### src/rtl/hnrl_pkg.sv
`default_nettype none
package hnrl_pkg;
   localparam int MaxEntries    = 2048;
   localparam int MaxFlagFrames = 144;
   localparam int NumBuckets    = 256;
   localparam int FlagChunks    = (MaxFlagFrames + 63) / 64;
   localparam int EntryBits     = $clog2(MaxEntries);
   localparam int PtrBits       = EntryBits + 1;
   localparam int ChunkBits     = (FlagChunks > 1) ? $clog2(FlagChunks) : 1;
   localparam int FlagAddrBits  = $clog2(MaxEntries * FlagChunks);
   localparam int FrameIdxBits  = (MaxFlagFrames > 1) ? $clog2(MaxFlagFrames) : 1;

   localparam logic [1:0] REQ_INSERT = 2'd0;
   localparam logic [1:0] REQ_FLAGS  = 2'd1;
   localparam logic [1:0] REQ_LOOKUP = 2'd2;
   localparam logic [1:0] REQ_RSVD   = 2'd3;

   localparam logic [1:0] ST_OK   = 2'd0;
   localparam logic [1:0] ST_MISS = 2'd1;
   localparam logic [1:0] ST_FULL = 2'd2;
   localparam logic [1:0] ST_RSVD = 2'd3;

   localparam logic [1:0] ADDR_DEF_FRAMES = 2'd0;
   localparam logic [1:0] ADDR_DEF_SPEED  = 2'd1;

   typedef struct packed {
      logic [1:0]  req_type;
      logic [63:0] key_bytes;
      logic [7:0]  bucket;
      logic [15:0] frame_count;
      logic [15:0] anim_speed;
      logic [1:0]  chunk_index;
      logic [63:0] chunk_flags;
   } req_type_type;

   typedef struct packed {
      logic [1:0]  status;
      logic [15:0] out_frames;
      logic [15:0] out_speed;
      logic [15:0] first_tagged;
   } rsp_type;

   // controller -> datapath
   typedef struct packed {
      logic load;       // capture request, fold key
      logic ins_head;   // read bucket head/tail for insert
      logic ins_write;  // write record and link
      logic flag_clear; // clear one flag chunk of new record
      logic flag_write;
      logic lk_head;    // read bucket head for lookup
      logic lk_read;    // issue entry read
      logic lk_cmp;     // compare entry, advance
      logic scan;       // scan one flag chunk
      logic miss;
      logic hit_done;
      logic plain_done;
      logic full_done;
   } cmd_type;

   // datapath -> controller
   typedef struct packed {
      logic [1:0] req;
      logic       full;
      logic       chain_end;
      logic       match;
      logic       scan_done;
      logic       clear_done;
   } sts_type;
endpackage
`default_nettype wire

### src/rtl/hnrl_ctrl.sv
`default_nettype none
module hnrl_ctrl (
   input  wire  logic              clock,
   input  wire  logic              reset,
   input  wire  logic              req_valid,
   output logic                    req_stall,
   input  wire  logic              out_busy,
   output hnrl_pkg::cmd_type       cmd,
   input  wire  hnrl_pkg::sts_type sts
);
   typedef enum logic [3:0] {
      S_IDLE, S_DISPATCH, S_INS_HEAD, S_INS_WRITE, S_CLEAR, S_LK_HEAD, S_LK_READ,
      S_LK_CMP, S_SCAN, S_DONE
   } state_type;

   state_type state_ff, state_in;

   always_comb begin
      cmd = '0;
      state_in = state_ff;
      case (state_ff)
         S_IDLE: begin
            if (req_valid && !out_busy) begin
               cmd.load = 1'b1;
               state_in = S_DISPATCH;
            end
         end
         S_DISPATCH: begin
            case (sts.req)
               hnrl_pkg::REQ_INSERT: begin
                  if (sts.full) begin
                     cmd.full_done = 1'b1;
                     state_in = S_IDLE;
                  end else begin
                     cmd.ins_head = 1'b1;
                     state_in = S_INS_HEAD;
                  end
               end
               hnrl_pkg::REQ_FLAGS: begin
                  cmd.flag_write = 1'b1;
                  cmd.plain_done = 1'b1;
                  state_in = S_IDLE;
               end
               hnrl_pkg::REQ_LOOKUP: begin
                  cmd.lk_head = 1'b1;
                  state_in = S_LK_HEAD;
               end
               default: begin
                  cmd.plain_done = 1'b1;
                  state_in = S_IDLE;
               end
            endcase
         end
         S_INS_HEAD: begin
            cmd.ins_write = 1'b1;
            state_in = S_CLEAR;
         end
         S_CLEAR: begin
            cmd.flag_clear = 1'b1;
            if (sts.clear_done) begin
               cmd.plain_done = 1'b1;
               state_in = S_IDLE;
            end
         end
         S_LK_HEAD: begin
            if (sts.chain_end) begin
               cmd.miss = 1'b1;
               state_in = S_IDLE;
            end else begin
               cmd.lk_read = 1'b1;
               state_in = S_LK_READ;
            end
         end
         S_LK_READ: state_in = S_LK_CMP;
         S_LK_CMP: begin
            cmd.lk_cmp = 1'b1;
            if (sts.match) state_in = S_SCAN;
            else state_in = S_LK_HEAD;
         end
         S_SCAN: begin
            cmd.scan = 1'b1;
            if (sts.scan_done) state_in = S_DONE;
         end
         S_DONE: begin
            cmd.hit_done = 1'b1;
            state_in = S_IDLE;
         end
         default: state_in = S_IDLE;
      endcase
   end

   always_ff @(posedge clock) begin
      if (reset) state_ff <= S_IDLE;
      else state_ff <= state_in;
   end

   assign req_stall = !(state_ff == S_IDLE && !out_busy);
endmodule
`default_nettype wire

### config.mk
export PLATFORM = sky130hd
export DESIGN_NAME = hnrl_ctrl
export DESIGN_NICKNAME = d
export VERILOG_FILES = /design/src/rtl/hnrl_pkg.sv /design/src/rtl/hnrl_ctrl.sv
export SDC_FILE = /design/constraint.sdc
export NUM_CORES = 1
export LEC_CHECK = 0
export BUFFER_PORTS_ARGS = -buffer_cell sky130_fd_sc_hd__buf_2
export CORE_AREA = 8 8 45 47
export CTS_CLUSTER_DIAMETER = 30
export DETAILED_ROUTE_END_ITERATION = 8
export DIE_AREA = 0 0 53 55
export GPL_TIMING_DRIVEN = 1
export SETUP_SLACK_MARGIN = 0.5
export SYNTH_ARGS = -nofsm -noshare
export SYNTH_HDL_FRONTEND = slang
export SYNTH_SLANG_ARGS = --single-unit
export TNS_END_PERCENT = 30
### constraint.sdc
create_clock -name clock -period 1.7 [get_ports clock]
set_input_delay 0 -clock clock [delete_from_list [all_inputs] [get_ports clock]]
set_output_delay 0 -clock clock [all_outputs]
set_load 0.005 [all_outputs]
==> out/results.txt <==
# setup viols final: 0
Synthesized Nets: 68
Placed Area: 545.5 um2
Total Die Area: 2915 um2
Gpl congestion: 0.7607
CP max-delay cell: or4b_4
GRT Total Usage: 8.361%
Via density: 5.086
IO Port Bufs: 24
Drt first pass iters: 4
Peak VDD IR: 0.0005055 V
Synth area leaders: dfxtp_1 19%, nand2b_1 7.5%, nor3_1 7.2%, nor4_4 5.1%, buf_2 4.8%
Worst hold endpoint: state_ff[3]
Pin count of the biggest net entering global routing: 14
Final #Nets: 102
CP cell instances: or4b_4, nor4b_2, buf_2
Clock tree sinks: 4
Post-synth EDFFs: 0
Clock root cell: clkbuf_4
First-pass GRT wire length: 1.863 mm
Dominant cell type by area after synthesis: dfxtp_1
RSZ-0062 raised after global routing: true
MaxCap Viol Count: 0
Largest reg by FF count: state_ff
Async S/R FF share, synth: 0%
Post-synth top flop: dfxtp_1
Post-Place Worst Slack: 0.2507 ns
Number of global-route vias before repair: 450
Floorplan row count: 14
# diodes: 0
Synth warnings: 0
Die height: 55 um
Inserted Clock Buffers: 3
Clk slew on worst S/H paths: 0.03 ns
Antenna-violating nets left: 0
Share of the synthesized area in the top cell type: 19.16%
Setup crit end kind: primary output
Arrival time worst endpoint: 1.50 ns
FF-to-FF path depth: 5
PnR worst setup slack: 0.1986 ns
WL/cell: 12.64 um
HP Class: in2reg
CP Max Fanout: 4
Hold depth: 3
Design Area, Final: 694.4 um2
Number of flip-flops in the largest register: 4
Reg-to-Reg Start: state_ff[1]
Pleak: 0.3182 nW
WS Path Type: reg2out
Core area: 1384 um2
Hold Startpoint: sts[2]
Antenna violations before repair: 0
Fraction of layout cells with a size suffix above 1: 59.55%
Final Hold Fails: 0
Regs by FF count: state_ff x4
Worst-Margin Slew: 0.3566 ns
Post-DP HPWL: 939.8 um
Critical Path RT: 1.70 ns
CTS tree: built
Layout area overhead: 66.17%
R2R Path End: state_ff[2]
Max-slew headroom: 75.61%
Maximum clock frequency: 666.0 MHz
Die Width: 53 um
Starting Density: 30.20%
Crit path launch: state_ff[1]
Final period util: 88.32%
Distinct cells, synth: 27
Mapped cell area: 417.9 um2
Post-synthesis sequential area ratio: 19.16%
Slew Viols, Final: 0
CTS max path bufs: 2
Seq cells post-synth: 4
Max stage delay on crit path: 0.58 ns
Aggregate global routing overflow: 0
Hold Worst Slack: 0.05134 ns
CP startpoint kind: flip-flop
Post-Synthesis Cells: 57
Mean area per synthesized cell: 7.332 um2
R2R setup slack: 0.23 ns
DRT Wirelength: 1.327 mm
Layout Skew: 0.003610 ns
Initial drt markers: 16
Fin crit period: 1.501 ns
Setup TNS: 0 ns
H-tree levels: 1
DR DRC count: 0
Io pins: 25
Status: complete, no violations
P per Cell Area: 500.6 nW/um2
DR vias: 534
Clk Latency, worst-skew pair: 0.23 ns
report_power, final:
group / switching [W] / total (W) / internal, W
sequential: 0.00000385 / 0.0000995 / 0.0000957
clock: 0.0000355 / 0.000114 / 0.0000788
combinational: 0.0000633 / 0.000134 / 0.0000706
total: 0.000103 / 0.000348 / 0.000245
worst max path at each step:
| stage | end | slack (ns) |
|---|---|---|
| after floorplan | state_ff[1] | 0.44 |
| after global placement | state_ff[2] | 0.22 |
| after detailed placement | state_ff[2] | 0.25 |
| after CTS | cmd[0] | 0.19 |
| after global routing | cmd[0] | 0.13 |
| final | cmd[0] | 0.20 |
cell usage in the layout, fill, tap and decap left out, drive strengths merged, types with 3 or more instances in the layout:
cell type and count:
inv 3, clkbuf 3, nor3 6, o21ai 3, nor2 7, a21oi 3
dfxtp 4, nand2b 6, buf 32, nor4 3
kinds of logic (layout without fill, tap and decap cells):
kind of cell           Yosys count  in the layout  share of synthesized area [%]
AO/OA/AOI/OAI                   10             10                          15.57
buffers and inverters            7             39                          7.485
flip-flops                       4              4                          19.16
AND/OR/NAND/NOR                 36             36                          57.78
layer usage:
| metal | vias up | share of wire (%) | track usage [%] |
|---|---|---|---|
| li1 | 271 | - | - |
| met1 | 239 | 37 | 8.055 |
| met2 | 22 | 52 | 15.43 |
| met3 | 2 | 11 | 4.278 |
| met4 | 0 | 0.45 | 2.155 |
| met5 | - | 0 | 0 |
area by class of cell:
| cell class | instances | area, um2 |
|---|---|---|
| Sequential cell | 4 | 95.09 |
| Timing Repair Buffer | 33 | 197.7 |
| Tap cell | 16 | 20.02 |
| Clock buffer | 3 | 22.52 |
| Multi-Input combinational cell | 46 | 347.8 |
| Fill cell | 127 | 689.4 |
| Inverter | 3 | 11.26 |
stage by stage:
stage | cells | total power (W) | utilization [%]
CTS | 104 | 0.0003397 | 46.56
global placement | 94 | 0.0002058 | 39.42
global route | 105 | 0.0003744 | 50.18
finish | 105 | 0.0003476 | 50.18
detailed placement | 94 | 0.0002061 | 39.42
floorplan | 57 | 0.0001672 | -
synth_stat cells, types with 2 or more instances:
master,instances
a2111oi_0,2
a21oi_1,3
buf_2,4
dfxtp_1,4
inv_1,3
nand2b_1,5
nand3_1,2
nand3b_1,2
nor2_1,4
nor2_2,3
nor2b_1,2
nor3_1,6
nor4_1,2
o21ai_1,2
critical path, delay by kind of cell, from the launching register on:
kind          cells  cell delay (ns)
simple gates      2             0.79
flops             1             0.33
buf+inv           1             0.15
what timing repair did:
| action | 4_1_cts | 5_1_grt |
|---|---|---|
| setup endpoints to repair | 16 | 16 |
| pin swaps | 1 | 1 |
| hold buffers | 1 | 0 |
| buffers inserted | 6 | 1 |
| endpoints found under the hold margin | 3 | 0 |
| gates resized for setup | 9 | 9 |
(Power assumes the default switching activity.)
